`config.mk`:
```
export PLATFORM = sky130hd
export DESIGN_NAME = base64_stream_decoder
export DESIGN_NICKNAME = d
export VERILOG_FILES = /design/src/rtl/b64d_pkg.sv /design/src/rtl/b64d_core.sv /design/src/rtl/b64d_rsp_fifo.sv /design/src/rtl/base64_stream_decoder.sv
export SDC_FILE = /design/constraint.sdc
export NUM_CORES = 1
export LEC_CHECK = 0
export ABC_CLOCK_PERIOD_IN_PS = 5700
export BUFFER_PORTS_ARGS = -buffer_cell sky130_fd_sc_hd__buf_2
export CAP_MARGIN = 25
export CORE_UTILIZATION = 48
export CTS_CLUSTER_DIAMETER = 120
export DETAILED_ROUTE_END_ITERATION = 12
export HOLD_SLACK_MARGIN = 0.03
export PLACE_DENSITY = 0.72
export SETUP_SLACK_MARGIN = 0.5
export SLEW_MARGIN = 10
export SYNTH_ARGS = -nofsm -noshare
export SYNTH_HDL_FRONTEND = slang
export SYNTH_SLANG_ARGS = --single-unit
```
`constraint.sdc`:
```
create_clock -name clock -period 5.7 [get_ports clock]
set_input_delay 1.14 -clock clock [delete_from_list [all_inputs] [get_ports clock]]
set_output_delay 1.14 -clock clock [all_outputs]
set_load 0.03 [all_outputs]
```
`src/rtl/b64d_pkg.sv`:
```
package b64d_pkg;

   localparam int MAX_RSP   = 4;
   localparam int RSP_DEPTH = 8;
   localparam int PTR_W     = $clog2(RSP_DEPTH);
   localparam int CNT_W     = $clog2(RSP_DEPTH + 1);
   localparam int NUM_W     = $clog2(MAX_RSP + 1);

   localparam logic [1:0] ST_OK       = 2'd0;
   localparam logic [1:0] ST_BAD_CHAR = 2'd1;
   localparam logic [1:0] ST_BAD_PAD  = 2'd2;
   localparam logic [1:0] ST_BAD_LEN  = 2'd3;

   localparam logic [7:0] CHAR_PAD   = 8'h3D;
   localparam logic [7:0] CHAR_PLUS  = 8'h2B;
   localparam logic [7:0] CHAR_SLASH = 8'h2F;
   localparam logic [7:0] CHAR_SPACE = 8'h20;
   localparam logic [7:0] CHAR_TAB   = 8'h09;
   localparam logic [7:0] CHAR_CR    = 8'h0D;
   localparam logic [7:0] CHAR_UC_A  = 8'h41;
   localparam logic [7:0] CHAR_UC_Z  = 8'h5A;
   localparam logic [7:0] CHAR_LC_A  = 8'h61;
   localparam logic [7:0] CHAR_LC_Z  = 8'h7A;
   localparam logic [7:0] CHAR_DIG_0 = 8'h30;
   localparam logic [7:0] CHAR_DIG_9 = 8'h39;

   typedef struct packed {
      logic [7:0] char_in;
      logic       msg_last;
   } req_type;

   typedef struct packed {
      logic [7:0] byte_out;
      logic       is_end;
      logic [1:0] status;
   } rsp_type;

   typedef struct packed {
      rsp_type [MAX_RSP-1:0] item;
      logic [NUM_W-1:0]      num;
   } bundle_type;

   function automatic logic is_blank(input logic [7:0] c);
      return (c >= CHAR_TAB && c <= CHAR_CR) || c == CHAR_SPACE;
   endfunction

   // {in alphabet, sextet}
   function automatic logic [6:0] sextet_of(input logic [7:0] c);
      logic [7:0] t;
      t = 8'd0;
      if (c >= CHAR_UC_A && c <= CHAR_UC_Z) begin
         t = c - CHAR_UC_A;
         return {1'b1, t[5:0]};
      end
      if (c >= CHAR_LC_A && c <= CHAR_LC_Z) begin
         t = c - CHAR_LC_A + 8'd26;
         return {1'b1, t[5:0]};
      end
      if (c >= CHAR_DIG_0 && c <= CHAR_DIG_9) begin
         t = c - CHAR_DIG_0 + 8'd52;
         return {1'b1, t[5:0]};
      end
      if (c == CHAR_PLUS) begin
         return {1'b1, 6'd62};
      end
      if (c == CHAR_SLASH) begin
         return {1'b1, 6'd63};
      end
      return 7'd0;
   endfunction

endpackage

```
`src/rtl/b64d_core.sv`:
```
module b64d_core (
   input  logic                clock,
   input  logic                reset,
   input  logic                fire,
   input  b64d_pkg::req_type   req,
   output b64d_pkg::bundle_type bundle
);

   logic [1:0]  pos_ff, pos_in;
   logic [17:0] held_ff, held_in;
   logic        third_ff, third_in;
   logic        pc_ff, pc_in;
   logic        any_ff, any_in;
   logic [1:0]  err_ff, err_in;

   logic [6:0]  sx;
   logic [5:0]  v, d, a, b, s3;
   logic        pad, ok, kept;
   logic [7:0]  b0, b1, b2;
   logic        e0, e1, e2;
   logic [1:0]  st;

   always_comb begin
      sx   = b64d_pkg::sextet_of(req.char_in);
      ok   = sx[6];
      v    = sx[5:0];
      pad  = req.char_in == b64d_pkg::CHAR_PAD;
      kept = !b64d_pkg::is_blank(req.char_in);
      d    = pad ? 6'd0 : v;
      a    = held_ff[17:12];
      b    = held_ff[11:6];
      s3   = held_ff[5:0];
      b0   = {a, b[5:4]};
      b1   = {b[3:0], s3[5:2]};
      b2   = {s3[1:0], d};
      e0   = 1'b0;
      e1   = 1'b0;
      e2   = 1'b0;

      pos_in   = pos_ff;
      held_in  = held_ff;
      third_in = third_ff;
      pc_in    = pc_ff;
      any_in   = any_ff;
      err_in   = err_ff;

      if (kept) begin
         any_in = 1'b1;
         if (err_ff == b64d_pkg::ST_OK) begin
            if (pc_ff) begin
               err_in = b64d_pkg::ST_BAD_PAD;
            end else if (!pad && !ok) begin
               err_in = b64d_pkg::ST_BAD_CHAR;
            end else begin
               case (pos_ff)
                  2'd0, 2'd1: begin
                     if (pad) begin
                        err_in = b64d_pkg::ST_BAD_PAD;
                     end else begin
                        held_in = {held_ff[11:0], v};
                        pos_in  = pos_ff + 2'd1;
                     end
                  end
                  2'd2: begin
                     third_in = pad;
                     held_in  = {held_ff[11:0], d};
                     pos_in   = 2'd3;
                  end
                  default: begin
                     if (third_ff && !pad) begin
                        err_in = b64d_pkg::ST_BAD_PAD;
                     end else begin
                        e0       = 1'b1;
                        e1       = !third_ff;
                        e2       = !pad;
                        pc_in    = pad;
                        pos_in   = 2'd0;
                        held_in  = 18'd0;
                        third_in = 1'b0;
                     end
                  end
               endcase
            end
         end
      end

      st = err_in;
      if (st == b64d_pkg::ST_OK && (!any_in || pos_in != 2'd0)) begin
         st = b64d_pkg::ST_BAD_LEN;
      end

      // pack the results in order
      bundle = '0;
      if (e0) begin
         bundle.item[bundle.num[1:0]] = '{byte_out: b0, is_end: 1'b0,
                                          status: b64d_pkg::ST_OK};
         bundle.num = bundle.num + 1'b1;
      end
      if (e1) begin
         bundle.item[bundle.num[1:0]] = '{byte_out: b1, is_end: 1'b0,
                                          status: b64d_pkg::ST_OK};
         bundle.num = bundle.num + 1'b1;
      end
      if (e2) begin
         bundle.item[bundle.num[1:0]] = '{byte_out: b2, is_end: 1'b0,
                                          status: b64d_pkg::ST_OK};
         bundle.num = bundle.num + 1'b1;
      end
      if (req.msg_last) begin
         bundle.item[bundle.num[1:0]] = '{byte_out: 8'd0, is_end: 1'b1, status: st};
         bundle.num = bundle.num + 1'b1;
         pos_in   = 2'd0;
         held_in  = 18'd0;
         third_in = 1'b0;
         pc_in    = 1'b0;
         any_in   = 1'b0;
         err_in   = b64d_pkg::ST_OK;
      end
   end

   always_ff @(posedge clock) begin
      if (reset) begin
         pos_ff   <= 2'd0;
         held_ff  <= 18'd0;
         third_ff <= 1'b0;
         pc_ff    <= 1'b0;
         any_ff   <= 1'b0;
         err_ff   <= b64d_pkg::ST_OK;
      end else if (fire) begin
         pos_ff   <= pos_in;
         held_ff  <= held_in;
         third_ff <= third_in;
         pc_ff    <= pc_in;
         any_ff   <= any_in;
         err_ff   <= err_in;
      end
   end

endmodule

```
`src/rtl/b64d_rsp_fifo.sv`:
```
module b64d_rsp_fifo (
   input  logic                           clock,
   input  logic                           reset,
   input  logic                           push,
   input  b64d_pkg::bundle_type           bundle,
   input  logic                           pop,
   output logic [b64d_pkg::CNT_W-1:0]     count,
   output b64d_pkg::rsp_type              head
);

   b64d_pkg::rsp_type                   mem_ff [b64d_pkg::RSP_DEPTH];
   logic [b64d_pkg::PTR_W-1:0]          wr_ptr_ff, wr_ptr_in;
   logic [b64d_pkg::PTR_W-1:0]          rd_ptr_ff, rd_ptr_in;
   logic [b64d_pkg::CNT_W-1:0]          count_ff, count_in;
   logic [b64d_pkg::NUM_W-1:0]          num;

   always_comb begin
      num       = push ? bundle.num : '0;
      wr_ptr_in = wr_ptr_ff + b64d_pkg::PTR_W'(num);
      rd_ptr_in = rd_ptr_ff + b64d_pkg::PTR_W'(pop);
      count_in  = count_ff + b64d_pkg::CNT_W'(num) - b64d_pkg::CNT_W'(pop);
   end

   always_ff @(posedge clock) begin
      for (int k = 0; k < b64d_pkg::MAX_RSP; k++) begin
         if (b64d_pkg::NUM_W'(k) < num) begin
            mem_ff[wr_ptr_ff + b64d_pkg::PTR_W'(k)] <= bundle.item[k];
         end
      end
   end

   always_ff @(posedge clock) begin
      if (reset) begin
         wr_ptr_ff <= '0;
         rd_ptr_ff <= '0;
         count_ff  <= '0;
      end else begin
         wr_ptr_ff <= wr_ptr_in;
         rd_ptr_ff <= rd_ptr_in;
         count_ff  <= count_in;
      end
   end

   assign count = count_ff;
   assign head  = mem_ff[rd_ptr_ff];

endmodule

```
`src/rtl/base64_stream_decoder.sv`:
```
// channel   direction  payload                          handshake
// req_      in         char_in, msg_last                 req_valid / req_ready
// rsp_      out        byte_out, is_end, status          rsp_valid / rsp_ready
//
// one character a cycle while no stall: a request is registered, then decoded
// and its zero to four responses are queued in an eight-entry response queue
// requests stall only while the queue has fewer than four free entries
// first response of a request is valid after the request register and the queue
// synchronous active-high reset empties the queue and clears the group state
module base64_stream_decoder (
   input  logic                 clock,
   input  logic                 reset,
   input  logic                 req_valid,
   output logic                 req_ready,
   input  b64d_pkg::req_type    req_data,
   output logic                 rsp_valid,
   input  logic                 rsp_ready,
   output b64d_pkg::rsp_type    rsp_data
);

   logic                        in_valid_ff, in_valid_in;
   b64d_pkg::req_type           in_data_ff;
   logic                        fire;
   logic                        pop;
   logic [b64d_pkg::CNT_W-1:0]  count;
   b64d_pkg::bundle_type        bundle;
   logic [1:0]                  last_slot;

   assign fire      = in_valid_ff
                      && count <= b64d_pkg::CNT_W'(b64d_pkg::RSP_DEPTH - b64d_pkg::MAX_RSP);
   assign req_ready = !in_valid_ff || fire;
   assign rsp_valid = count != '0;
   assign pop       = rsp_valid && rsp_ready;
   assign in_valid_in = (req_valid && req_ready) || (in_valid_ff && !fire);
   assign last_slot = bundle.num[1:0] - 2'd1;

   always_ff @(posedge clock) begin
      if (reset) begin
         in_valid_ff <= 1'b0;
      end else begin
         in_valid_ff <= in_valid_in;
      end
   end

   always_ff @(posedge clock) begin
      if (req_valid && req_ready) begin
         in_data_ff <= req_data;
      end
   end

   b64d_core u_core (
      .clock  (clock),
      .reset  (reset),
      .fire   (fire),
      .req    (in_data_ff),
      .bundle (bundle)
   );

   b64d_rsp_fifo u_fifo (
      .clock  (clock),
      .reset  (reset),
      .push   (fire),
      .bundle (bundle),
      .pop    (pop),
      .count  (count),
      .head   (rsp_data)
   );

   a_no_overflow: assert property (@(posedge clock) disable iff (reset)
      count <= b64d_pkg::CNT_W'(b64d_pkg::RSP_DEPTH))
      else $error("response queue overflow");

   a_last_gives_status: assert property (@(posedge clock) disable iff (reset)
      fire && in_data_ff.msg_last |-> bundle.num != '0
         && bundle.item[last_slot].is_end)
      else $error("end of message without status response");

   a_status_fields: assert property (@(posedge clock) disable iff (reset)
      rsp_valid && !rsp_data.is_end |-> rsp_data.status == b64d_pkg::ST_OK)
      else $error("byte response with nonzero status");

   a_count_step: assert property (@(posedge clock) disable iff (reset)
      !fire && !pop |=> $stable(count))
      else $error("queue count moved without push or pop");

endmodule

```
==> flow_summary.ini <==
[run_status]
status = finished, final reports clean

[placed_design]
gp_congestion = 0.966
dp_cells = 1185
port_buffers = 25
dp_hpwl_mm = 20.4
placed_area_sq_um = 9620

[clock_network]
clk_latency_ns = 0.44
cts_root_buffer = clkbuf_16
cts_sinks = 133
cts_tree = yes
cts.clk_slew.worst_paths_ns = 0.06
cts_buffers = 17
cts-htree-levels = 4
cts_buffer_depth = 2

[sta]
fin_crit_sh_pct = 87.3
hold_viol_final = 0
period_needed_ns = 4.97
finalHoldWorstSlack_ns = 0.487
rsz0062_at_grt = false
tightest_slew_ns = 0.950
fmax_mhz = 201
maxSlewViolCount = 0
slew_headroom_pct = 36.3
finClkSkew_ns = 0.0118
setup_viol = 0
setup_tns_ns = 0

[min_path]
hold_depth = 2
min_path_type = reg -> reg

[logic_synthesis]
yosysTopAreaCellShare_pct = 31.6
synth-xor-area-share_pct = 0.950
synthCells = 957
synthSimpleGateAreaFrac_pct = 16.8
ys_warn_count = 0
yosys-mux-area-fraction_pct = 11.0
synthFlopType = edfxtp_1
synthArstFlopShare_pct = 0
ys_types = 84
synth_top_family_by_area = compound AO/OA/AOI/OAI gates
ys_ff_latch = 133
seq_area_frac_synth_pct = 39.4
synth_fp_nets = 1000
yosysTopAreaCell = edfxtp_1
synth_edf_count = 97
synthAdderAreaFrac_pct = 4.24
netlist_area_sq_um = 9220
synth_most_common_cell = edfxtp_1
synth-compound-area-share_pct = 22.4
synth_top_cells_by_count = edfxtp_1, a21oi_1, nor2_1, o22ai_1, nand2_1
synth.area.top_cells = edfxtp_1, dfxtp_1, mux4_2, a21oi_1, mux2i_1
postSynthAreaPerCell_sq_um = 9.63

[floorplan]
initial_core_util_pct = 49.1
dieHeight_um = 141
io_pins = 26
coreArea_sq_um = 18800
die_area_sq_um = 19800
num_rows = 50
die_x_um = 141

[global_route]
grt_pass1_wl_mm = 43.7
gr-usage-all-layers_pct = 29.2
grt_start_max_net_pins = 35
grt_pass1_vias = 7605
overflow = 0
antenna_found_initial = 0

[critical_path]
cp_max_fo = 12
required_ns = 5.95
cp_slowest_cell = nor2_1
critPathKind = reg -> reg
start_kind = register
endpoint_kind = register
r2r_slack_ns = 0.73
cp_data_arrival_time_ns = 5.22
rr_worst_depth = 15
cp_cell_sequence = ha_1, inv_1, o311ai_1, o21ai_1, nor2_1, and3_1, inv_1, ha_1, o21ai_0, nand2_1, nor3_2, a32oi_1, nor2_1, mux2i_1, a21oi_1
slowest_delay_ns = 0.57

[finish]
antenna_cells = 0
nFillCells = 1639
seq_area_sq_um = 3630
final_cells = 1232
drive_gt1_share_pct = 18.7
finish.instance_area_sq_um = 10400
area_delta_synth_final_pct = 12.7
fin_nets = 1028
multi_input_area_sq_um = 5130
fin_util_pct = 55.3

[power_and_ir_drop]
worst_ir_drop_vdd_uv = 203
power.density_nw_per_um2 = 290
p_leak_nw = 4.10

[drt]
vias = 8208
wl_mm = 28.4
drt-pass1-iter-count = 8
drt_iter0_drc = 1058
detail_route.wl_per_cell_um = 23.0
drcViolationCount = 0
vias_per_cell = 6.66
ant_nets = 0

[job]
max_cap_violations = 0
cell usage in the layout (no fill, tap or decap), types with 5 or more instances in the layout:
| cell | synthesis | final |
|---|---|---|
| clkbuf_16 | 0 | 17 |
| mux4_2 | 22 | 22 |
| a21oi_1 | 86 | 86 |
| inv_1 | 31 | 31 |
| inv_6 | 0 | 5 |
| buf_2 | 14 | 25 |
| edfxtp_1 | 97 | 97 |
| dfxtp_1 | 36 | 36 |
| mux2_2 | 11 | 11 |
| o22ai_1 | 55 | 55 |
| o21a_1 | 5 | 5 |
| mux2i_1 | 39 | 39 |
| nor4_1 | 6 | 6 |
| buf_4 | 6 | 57 |
| o21ai_1 | 12 | 14 |
| nor3_2 | 4 | 5 |
| o21ai_2 | 5 | 5 |
| and3_1 | 17 | 17 |
| nand2b_1 | 12 | 12 |
| nor2_1 | 86 | 86 |
| nand3_1 | 16 | 16 |
| a211oi_1 | 7 | 7 |
| nand4_1 | 8 | 8 |
| o21ai_0 | 26 | 24 |
| nand2_1 | 52 | 52 |
| o211ai_1 | 7 | 7 |
| a32oi_1 | 18 | 18 |
| nor3_1 | 45 | 44 |
| a31oi_1 | 14 | 14 |
| nor2b_1 | 17 | 17 |
| and2_1 | 12 | 13 |
| a22oi_1 | 22 | 22 |
| xnor2_1 | 8 | 8 |
| ha_1 | 28 | 27 |
what timing repair did:
action,CTS,global route
hold buffers,0,0
setup buffers,6,6
resized for setup,1,3
setup endpoints to repair,59,171
pin swaps,3,1
worst max-delay path, delay by kind of cell (launching register included):
| family | cells | cell delay, ns |
|---|---|---|
| muxes | 1 | 0.17 |
| adders and majority gates | 2 | 0.85 |
| DFF | 1 | 0.53 |
| buffers and inverters | 2 | 0.19 |
| and+or+nand+nor | 5 | 1.60 |
| AOI/OAI and AO/OA | 5 | 1.44 |
area by class of cell:
cell class | instances | area share, %
clock buffers | 19 | 4.17
clock inverters | 13 | 1.88
inverters | 32 | 1.16
multi-input cells | 717 | 49.4
flip-flops and latches | 133 | 35.0
well taps | 234 | 2.82
repair buffers | 84 | 5.64
cells by family (layout without fill, tap and decap cells):
group                    Yosys count  in the layout
AO/OA/AOI/OAI                    303            303
XOR/XNOR                          10             10
adder cells (fa/ha/maj)           30             30
buffers and inverters            107            148
flip-flops                       133            133
multiplexers                      72             72
AND/OR/NAND/NOR                  302            302
through the flow:
stage / setup slack, ns / power [mW]
after global routing: 0.480 / 3.13
final: 0.725 / 3.01
after CTS: 0.656 / 3.02
after floorplan: 0.810 / 1.65
after detailed placement: 0.207 / 1.82
after global placement: 0.298 / 1.81
sequential cells by signal (all words and copies together) (netlist names):
name and flops:
u_fifo.count 4, u_fifo.rd_ptr_ff 3, u_core.third_ff 1, u_core.pc_ff 1, in_data_ff 9, u_core.any_ff 1
u_core.pos_ff 2, u_core.held_ff 18, u_fifo.mem_ff 88, u_core.err_ff 2, in_valid_ff 1, u_fifo.wr_ptr_ff 3
power breakdown:
part           total [mW]  leakage (nW)  internal, mW  switching, mW
registers            1.11          1.29          1.07         0.0400
clock network        1.19         0.301         0.741          0.453
logic               0.702          2.51         0.288          0.414
layer usage:
layer / up-vias / wire length, um / global-route usage, %
met5: - / 0 / 0
met4: 0 / 1190 / 14.8
met3: 104 / 2660 / 6.22
met2: 537 / 12800 / 45.6
met1: 3830 / 11700 / 38.4
li1: 3737 / - / -
path summary, 6_finish.rpt:
| check | startpoint | end |
|---|---|---|
| worst min register to register | u_core.any_ff | u_core.any_ff |
| worst min-delay path | u_core.any_ff | u_core.any_ff |
| worst max-delay path | in_data_ff[4] | u_fifo.mem_ff[7][6] |
| worst max register to register | in_data_ff[4] | u_fifo.mem_ff[7][6] |
(Power assumes the default switching activity.)
